$ cat config.mk
export PLATFORM = sky130hd
export DESIGN_NAME = canonical_code_assigner
export DESIGN_NICKNAME = d
export VERILOG_FILES = /design/src/rtl/cca_pkg.sv /design/src/rtl/canonical_code_assigner.sv
export SDC_FILE = /design/constraint.sdc
export NUM_CORES = 2
export LEC_CHECK = 0
export BUFFER_PORTS_ARGS = -buffer_cell sky130_fd_sc_hd__buf_2
export CAP_MARGIN = 20
export CELL_PAD_IN_SITES_DETAIL_PLACEMENT = 1
export CELL_PAD_IN_SITES_GLOBAL_PLACEMENT = 1
export CORE_ASPECT_RATIO = 1.1
export CORE_UTILIZATION = 57
export CTS_CLUSTER_SIZE = 30
export DETAILED_ROUTE_END_ITERATION = 6
export PLACE_DENSITY_LB_ADDON = 0.1
export SKIP_CTS_REPAIR_TIMING = 1
export SYNTH_ARGS = -nofsm -noshare
export SYNTH_HDL_FRONTEND = slang
export SYNTH_SLANG_ARGS = --single-unit
$ cat constraint.sdc
create_clock -name clk -period 13.1 [get_ports clk]
set_input_delay 0.655 -clock clk [delete_from_list [all_inputs] [get_ports clk]]
set_output_delay 0.655 -clock clk [all_outputs]
set_load 0.01 [all_outputs]
$ cat src/rtl/cca_pkg.sv
// Shared types and constants for the canonical code assigner.
package cca_pkg;

  localparam int LEN_W  = 6;
  localparam int SYM_W  = 8;
  localparam int CODE_W = 32;

  localparam logic ACT_LOAD  = 1'b0;
  localparam logic ACT_QUERY = 1'b1;

  typedef struct packed {
    logic             action;
    logic [SYM_W-1:0] symbol;
    logic [LEN_W-1:0] code_length;
  } in_t;

  typedef struct packed {
    logic              has_code;
    logic [CODE_W-1:0] code_bits;
    logic [LEN_W-1:0]  code_len;
  } out_t;

  typedef enum logic [2:0] {
    ST_CLEAR,
    ST_IDLE,
    ST_LOOKUP,
    ST_SCAN,
    ST_WALK,
    ST_DONE
  } state_t;

endpackage

$ cat src/rtl/canonical_code_assigner.sv
// Canonical code assigner: length table in RAM, query by sequential scan and length walk.
// A load writes the length RAM straight from IDLE. A query steps through LOOKUP, SCAN, WALK and
// DONE; an unused or out-of-range symbol goes from LOOKUP straight to DONE.
// The scan uses the single read port of the length RAM, one entry per cycle, and the walk then
// takes one length level per cycle through the shared accumulate-and-shift step.
// After reset the block clears the RAM and holds in_stall high meanwhile.
module canonical_code_assigner #(
  parameter int NUM_SYMBOLS  = 256,
  parameter int MAX_CODE_LEN = 32
) (
  input  logic          clk,
  input  logic          rst_n,
  input  logic          in_valid,
  output logic          in_stall,
  input  cca_pkg::in_t  in_data,
  output logic          out_valid,
  input  logic          out_stall,
  output cca_pkg::out_t out_data
);

  localparam int LEN_CAP = (MAX_CODE_LEN > 63) ? 63 : MAX_CODE_LEN;
  localparam int IDX_W   = $clog2(NUM_SYMBOLS);
  localparam int CNT_W   = $clog2(NUM_SYMBOLS + 1);

  // length RAM
  logic [cca_pkg::LEN_W-1:0] mem [NUM_SYMBOLS];
  logic [cca_pkg::LEN_W-1:0] rd_data_r;
  logic                      mem_we;
  logic [IDX_W-1:0]          mem_wa;
  logic [cca_pkg::LEN_W-1:0] mem_wd;
  logic [IDX_W-1:0]          mem_ra;

  cca_pkg::state_t state_r, state_nxt;

  logic [IDX_W-1:0]          scan_r, scan_nxt;
  logic [IDX_W-1:0]          sym_r, sym_nxt;
  logic                      sym_ok_r, sym_ok_nxt;
  logic [cca_pkg::LEN_W-1:0] tlen_r, tlen_nxt;
  logic [cca_pkg::LEN_W-1:0] lvl_r, lvl_nxt;
  logic [CNT_W-1:0]          acc_r, acc_nxt;
  logic [CNT_W-1:0]          rank_r, rank_nxt;
  logic                      hit_r, hit_nxt;
  logic [CNT_W-1:0]          cnt_r   [LEN_CAP+1];
  logic [CNT_W-1:0]          cnt_nxt [LEN_CAP+1];
  logic                      out_valid_r, out_valid_nxt;
  cca_pkg::out_t             out_data_r, out_data_nxt;

  logic                      in_acc;
  logic                      in_range;
  logic [cca_pkg::LEN_W-1:0] sat_len;
  logic [CNT_W-1:0]          sum;
  logic [CNT_W-1:0]          code_full;
  logic [CNT_W-1:0]          code_mask;

  assign in_stall  = (state_r != cca_pkg::ST_IDLE);
  assign in_acc    = in_valid && !in_stall;
  assign out_valid = out_valid_r;
  assign out_data  = out_data_r;

  assign in_range = (32'(in_data.symbol) < 32'(NUM_SYMBOLS));
  assign sat_len  = (32'(in_data.code_length) > 32'(LEN_CAP)) ?
                    cca_pkg::LEN_W'(LEN_CAP) : in_data.code_length;

  always_ff @(posedge clk) begin
    if (mem_we) begin
      mem[mem_wa] <= mem_wd;
    end
    rd_data_r <= mem[mem_ra];
  end

  always_ff @(posedge clk) begin
    if (!rst_n) begin
      state_r     <= cca_pkg::ST_CLEAR;
      scan_r      <= '0;
      out_valid_r <= 1'b0;
    end else begin
      state_r     <= state_nxt;
      scan_r      <= scan_nxt;
      out_valid_r <= out_valid_nxt;
    end
  end

  always_ff @(posedge clk) begin
    sym_r      <= sym_nxt;
    sym_ok_r   <= sym_ok_nxt;
    tlen_r     <= tlen_nxt;
    lvl_r      <= lvl_nxt;
    acc_r      <= acc_nxt;
    rank_r     <= rank_nxt;
    hit_r      <= hit_nxt;
    out_data_r <= out_data_nxt;
    for (int i = 0; i <= LEN_CAP; i++) begin
      cnt_r[i] <= cnt_nxt[i];
    end
  end

  // final code: accumulated base plus rank, kept to its low tlen bits
  always_comb begin
    code_full = acc_r + rank_r;
    for (int i = 0; i < CNT_W; i++) begin
      code_mask[i] = (i < int'(tlen_r));
    end
  end

  always_comb begin
    state_nxt     = state_r;
    scan_nxt      = scan_r;
    sym_nxt       = sym_r;
    sym_ok_nxt    = sym_ok_r;
    tlen_nxt      = tlen_r;
    lvl_nxt       = lvl_r;
    acc_nxt       = acc_r;
    rank_nxt      = rank_r;
    hit_nxt       = hit_r;
    out_data_nxt  = out_data_r;
    out_valid_nxt = out_valid_r && out_stall;
    for (int i = 0; i <= LEN_CAP; i++) begin
      cnt_nxt[i] = cnt_r[i];
    end
    mem_we = 1'b0;
    mem_wa = IDX_W'(in_data.symbol);
    mem_wd = sat_len;
    mem_ra = IDX_W'(in_data.symbol);
    sum    = acc_r + cnt_r[LEN_CAP];

    unique case (state_r)
      cca_pkg::ST_CLEAR: begin
        mem_we   = 1'b1;
        mem_wa   = scan_r;
        mem_wd   = '0;
        scan_nxt = IDX_W'(scan_r + 1'b1);
        if (scan_r == IDX_W'(NUM_SYMBOLS - 1)) begin
          state_nxt = cca_pkg::ST_IDLE;
        end
      end
      cca_pkg::ST_IDLE: begin
        if (in_acc) begin
          if (in_data.action == cca_pkg::ACT_LOAD) begin
            mem_we = in_range;
          end else begin
            sym_nxt    = IDX_W'(in_data.symbol);
            sym_ok_nxt = in_range;
            state_nxt  = cca_pkg::ST_LOOKUP;
          end
        end
      end
      cca_pkg::ST_LOOKUP: begin
        // target length is on the read port; issue the first scan read
        mem_ra   = '0;
        scan_nxt = '0;
        tlen_nxt = rd_data_r;
        rank_nxt = '0;
        acc_nxt  = '0;
        lvl_nxt  = cca_pkg::LEN_W'(LEN_CAP);
        for (int i = 0; i <= LEN_CAP; i++) begin
          cnt_nxt[i] = '0;
        end
        if (!sym_ok_r || rd_data_r == '0) begin
          hit_nxt   = 1'b0;
          state_nxt = cca_pkg::ST_DONE;
        end else begin
          state_nxt = cca_pkg::ST_SCAN;
        end
      end
      cca_pkg::ST_SCAN: begin
        mem_ra   = IDX_W'(scan_r + 1'b1);
        scan_nxt = IDX_W'(scan_r + 1'b1);
        // count longer codes per length, and same-length symbols above the target
        for (int i = 0; i <= LEN_CAP; i++) begin
          if (int'(rd_data_r) == i && rd_data_r > tlen_r) begin
            cnt_nxt[i] = cnt_r[i] + 1'b1;
          end
        end
        if (rd_data_r == tlen_r && scan_r > sym_r) begin
          rank_nxt = rank_r + 1'b1;
        end
        if (scan_r == IDX_W'(NUM_SYMBOLS - 1)) begin
          state_nxt = cca_pkg::ST_WALK;
        end
      end
      cca_pkg::ST_WALK: begin
        if (lvl_r > tlen_r) begin
          // add this level's count, then drop one bit of length
          acc_nxt = sum >> 1;
          lvl_nxt = lvl_r - 1'b1;
          for (int i = LEN_CAP; i >= 1; i--) begin
            cnt_nxt[i] = cnt_r[i-1];
          end
          cnt_nxt[0] = '0;
        end else begin
          hit_nxt   = 1'b1;
          state_nxt = cca_pkg::ST_DONE;
        end
      end
      cca_pkg::ST_DONE: begin
        if (!out_valid_r || !out_stall) begin
          out_valid_nxt          = 1'b1;
          out_data_nxt.has_code  = hit_r;
          out_data_nxt.code_bits = hit_r ? cca_pkg::CODE_W'(code_full & code_mask) : '0;
          out_data_nxt.code_len  = hit_r ? tlen_r : '0;
          state_nxt              = cca_pkg::ST_IDLE;
        end
      end
      default: begin
        state_nxt = cca_pkg::ST_IDLE;
      end
    endcase
  end

endmodule
Yosys cells after proc, flatten, opt, wreduce, memory -nomap -nowiden
Memory sizes are Yosys's and may differ from the RTL's. A register that Yosys moved wholly into a read port is not among the register bits. Cells that the tools add are included.

Add/subtract/negate cells: 38. Mux-type cells: 64. Bitwise operators: 1. Magnitude comparators: 13. Reduce and logical (&&, ||, !) cells: 53. Equality and inequality tests: 49.

Operator list (number): $pmux 297 s3 (1); $mux 9 (35); $add 9x1->9 const B (34); $mux 297 (1); $eq 6x6->1 const B (17); $eq 6x5->1 const B (8); $logic_and 1x1->1 (36); $pmux 9 s2 (2); $pmux 8 s2 (2); $eq 6x4->1 const B (4); $lt 3x6->1 const A (4); $mux 3 (7); $add 9x9->9 (2); $mux 6 (3); $ne 2x2->1 const B (9); $pmux 3 s6 (1); $eq 6x3->1 const B (2); $gt 6x6->1 (2); $logic_not 6->1 (2); $lt 1x6->1 const A (2); $lt 2x6->1 const A (2); $pmux 6 s2 (1); $and 9x9->9 (1); $add 8x1->8 const B (1); other kinds (22) (39).

Memories kept: 2. Bits in registers: 90. Input bits: 19. Logic and storage cells: 232. Bits in writable memories: 1833.

Memory list: mem (depth 256, bits a word 6, rd ports 1, clocked after Yosys merged registers in 1, wr ports 1, RTL line canonical_code_assigner.sv:26) `logic [cca_pkg::LEN_W-1:0] mem [NUM_SYMBOLS];`; cnt_r (depth 33, bits a word 9, rd ports 33, clocked after Yosys merged registers in 0, wr ports 33, RTL line canonical_code_assigner.sv:43) `logic [CNT_W-1:0] cnt_r [LEN_CAP+1];`.

Longest topological paths before layout
Depth after elaboration: 7. Gate-level depth with buffers: 16.

Least setup slack after synthesis
No wires, ideal clock.

Path type: register to register. Start point: reg state_r[2]. End point: mem mem[0][0] (netlist name) (data pin). Stages on the path, launching flop included: 6. Setup slack: 7767 ps. Required time: 12229 ps. Arrival: 4462 ps. Path buffers: 2. Cells stage by stage: dfxtp_1 > clkbuf_1 > nor3_1 > clkbuf_1 > nor2_1 > and2_1.

Cells in the longest elaborated chain, start to end: 2.

Ends and longest elaborated chain: start: declaration (RTL line canonical_code_assigner.sv:33) `cca_pkg::state_t state_r, state_nxt;`; start signal: assignment (RTL line canonical_code_assigner.sv:73) `state_r <= cca_pkg::ST_CLEAR;`; start signal: assignment (RTL line canonical_code_assigner.sv:77) `state_r <= state_nxt;`; $logic_not 3->1 (RTL line canonical_code_assigner.sv:126) `unique case (state_r)`; $mux 6 (RTL line canonical_code_assigner.sv:126); via mem_wd, one bit (RTL line canonical_code_assigner.sv:30) `logic [cca_pkg::LEN_W-1:0] mem_wd;`; end: declaration (RTL line canonical_code_assigner.sv:26).

The timed path passes the listed nets, and every way through them passes these cells.

Worst setup path after layout
Start point: reg state_r[2]. End point: reg rd_data_r[4] (netlist name) (read register of mem).

Cells in the longest elaborated chain, start to end: 2.

Ends and longest elaborated chain: $eq 3x2->1 (RTL line canonical_code_assigner.sv:126); $pmux 8 s2 * (RTL line canonical_code_assigner.sv:126); end: declaration (RTL line canonical_code_assigner.sv:27) `logic [cca_pkg::LEN_W-1:0] rd_data_r;`.

Every way passes the cells marked *; elsewhere a longest branch is shown, timed or not. A chain may end at the register's enable or synchronous reset.

==> results.md <==
- CP max FO: 139
- Die W: 365.4 µm
- Tot GR Track Use: 32.75%
- Largest net degree at the start of global routing: 225
- Worst Skew: 0.02641 ns
- Worst hold stages: 1
- Hold endpoint: sym_r[3]$_DFFE_PP_
- RSZ-0062 raised after global routing: false
- Root Buffer: clkbuf_16
- Grt ovf: 0
- Core area: 144100 µm²
- Final Max Tran Viols: 0
- CP peak stage delay: 0.94 ns
- Worst VDD drop: 132.8 µV
- Ys flop type: edfxtp_1
- Slew margin rel.: 18.64%
- Ranking of synthesized cells by area: edfxtp_1 68%, nand2_1 5.5%, nand3_1 3.2%
- Most common cell after layout, fill and taps aside: edfxtp_1
- R2r startpoint: state_r[2]$_SDFFE_PN0P_
- Worst skew pair latency: 0.84 ns
- # port buffers: 36
- Final core utilization: 62.54%
- Initial Util: 57.44%
- WP data required: 13.84 ns
- WP depth: 12
- Max-cap violations: 0
- Worst path most repeated cell: buf_4
- Run status: finished, final reports clean
- Tightest Hold Check Type: in -> reg
- Placed cell area: 84070 µm²
- Global-route wire length before repair: 357500 µm
- Share of layout cells above drive strength 1: 8.068%
- Setup_tns: 0 ns
- FMAX: 149.6 MHz
- Die Ht: 401.7 µm
- Sequential area share after synthesis: 68.88%
- CTS tree: yes
- R2R setup slack: 6.41 ns
- Share of the synthesized area in the top cell type: 68.44%
- Row cnt: 146
- Final Wtd Congestion: 0.8486
- Slowest-stage cell, CP: a221oi_1
- Area leader, netlist: edfxtp_1
- R2R cell count: 12
- Hold Startpoint: in_data[9]
- Commonest non-fill, non-tap cells in the layout: 1887 x edfxtp_1, 1202 x nand2_1, 537 x nand3_1, 378 x nor2_1, 258 x o21ai_0
- Final-report setup violation count: 0
- H-tree depth: 4
- Final hold violations: 0
- Syn Inst Count: 6326
- Setup CP Type: reg -> reg
- Vias per inst: 6.467
- Total number of vias: 53910
- Layout fillers: 13750
- Clock tree buffer depth: 3
- Initial drt markers: 5413
- Post-route cell area: 90130 µm²
- CP delay by family, top: compound AO/OA/AOI/OAI gates
- Die area: 146800 µm²
- Critical path launch point type: flop
- Routed len/inst: 28.79 µm
- Final min period: 6.686 ns
- # DRC: 0
- P per Cell Area: 184.0 nW/µm²
- RR Endpoint: rd_data_r[4]$_DFF_P_
- Num CTS Buffers: 189
- Worst Path Arrival: 7.43 ns
- #FFs+latches synth: 1905
- Async SR Flop Fraction: 0%
- Leakage: 30.46 nW
- I/O pins: 60
- Final HPWL DP: 146300 µm
- Sink Count: 1905
- Final period util: 51.04%
- Drt total wl: 240000 µm
- DRT antenna net count: 0
- Mapped Avg Cell Area: 13.09 µm²
- Distinct cells, synth: 76
- Clock Pin Slew Worst Setup and Hold Paths: 0.06 ns
- P&R area growth vs syn: 8.868%
- Layout Nets: 6340
- Critical Path End Type: flop
- EDFF count, synth: 1887
- Detailed Routing Iterations Pass 1: 7
- Synthesized area: 82790 µm²
- Buf+Inv Stages, Crit Path: 3
- Vias in the first global route: 56090
- Worst slew pin tran: 1.190 ns
- Cell Chain, Critical Path: nand2b_4 > buf_4 > a21o_4 > buf_4 > buf_12 > nand2_1 > and3_1 > a311oi_1 > a31oi_1 > a221oi_1 > a22oi_1 > a211oi_2
- Initial antenna violation count: 3
- Yosys warns: 0
[cells in the mapped netlist, types with 16 or more instances]
master	count
buf_2	124
nor2_1	382
a31oi_1	70
buf_4	66
clkbuf_1	176
a22oi_1	20
nand4_1	22
a22o_1	58
inv_1	108
buf_6	40
and3_1	106
nand3_1	537
ha_1	71
nor3_1	38
a311oi_1	87
mux2i_1	164
edfxtp_1	1887
mux4_2	69
a32oi_1	38
a21oi_1	134
o21ai_0	259
dfxtp_1	18
a221oi_1	16
xor2_1	158
nand2_1	1203
xnor2_1	101
o22ai_1	51
a211oi_1	130
[registers in the layout (all words and copies together) (netlist names)]
register,flops
rd_data_r,6
sym_r,8
scan_r,8
mem,1536
acc_r,8
state_r,3
cnt_r,297
out_data,16
out_valid,1
tlen_r,6
rank_r,9
hit_r,1
lvl_r,6
[report_power, final]
part           switching, mW  leakage (nW)  internal, mW
Clock                   2.33          2.95          3.05
Sequential             0.247          17.6          7.29
Combinational           2.72          9.88         0.947
Total                   5.30          30.5          11.3
[area by class of cell]
class / count / area (µm²) / share of cell area [%]
Timing Repair Buffer: 129 / 1011 / 1.122
Inverter: 108 / 412.9 / 0.4581
Clock buffer: 240 / 5037 / 5.589
Multi-Input combinational cell: 3915 / 23240 / 25.78
Tap cell: 1924 / 2407 / 2.671
Antenna cell: 4 / 10.01 / 0.01111
Sequential cell: 1905 / 57020 / 63.27
Clock inverter: 111 / 989.7 / 1.098
[metrics by stage]
step	power, mW	std cells	hold WS (ns)	setup WS [ns]
floorplan	9.914	6348	0.4064	7.767
global route	17.04	8332	0.1023	6.318
detailed placement	11.24	7980	0.5829	6.865
CTS	16.57	8331	0.05619	6.629
global placement	11.11	7977	0.5691	7.031
finish	16.59	8336	0.1104	6.414
[per-layer routing]
layer / routed length [µm] / part of all wire, % / GRT usage, % / vias to the layer above
met5: 27 / 0.011 / 0 / -
met4: 12150 / 5.1 / 15.32 / 4
met3: 17510 / 7.3 / 5.085 / 628
met2: 118800 / 49 / 54.52 / 2347
met1: 91540 / 38 / 42.20 / 27540
li1: - / - / - / 23380
[cell families (layout without fill, tap and decap cells)]
kind of cell,count (synthesis),in the layout,share of synthesized area [%]
xor+xnor,259,259,2.740
fa+ha+maj,76,76,1.158
compound gates,960,960,7.822
other cells,1,27,0.004529
simple gates,2363,2363,12.25
mux,234,234,3.873
flops,1905,1905,68.88
buf+inv,528,588,3.272
[worst max-delay path by stage]
stage,start,slack (ns),to
5_1_grt,state_r[2]$_SDFFE_PN0P_,6.32,rd_data_r[4]$_DFF_P_
2_1_floorplan,state_r[2]$_SDFFE_PN0P_,7.77,mem[0][0]$_DFFE_PP_
3_3_place_gp,state_r[2]$_SDFFE_PN0P_,7.03,rd_data_r[0]$_DFF_P_
4_1_cts,state_r[2]$_SDFFE_PN0P_,6.63,rd_data_r[4]$_DFF_P_
3_5_place_dp,state_r[2]$_SDFFE_PN0P_,6.87,rd_data_r[4]$_DFF_P_
6_report,state_r[2]$_SDFFE_PN0P_,6.41,rd_data_r[4]$_DFF_P_
No activity file was read; power rests on OpenSTA's default activity.
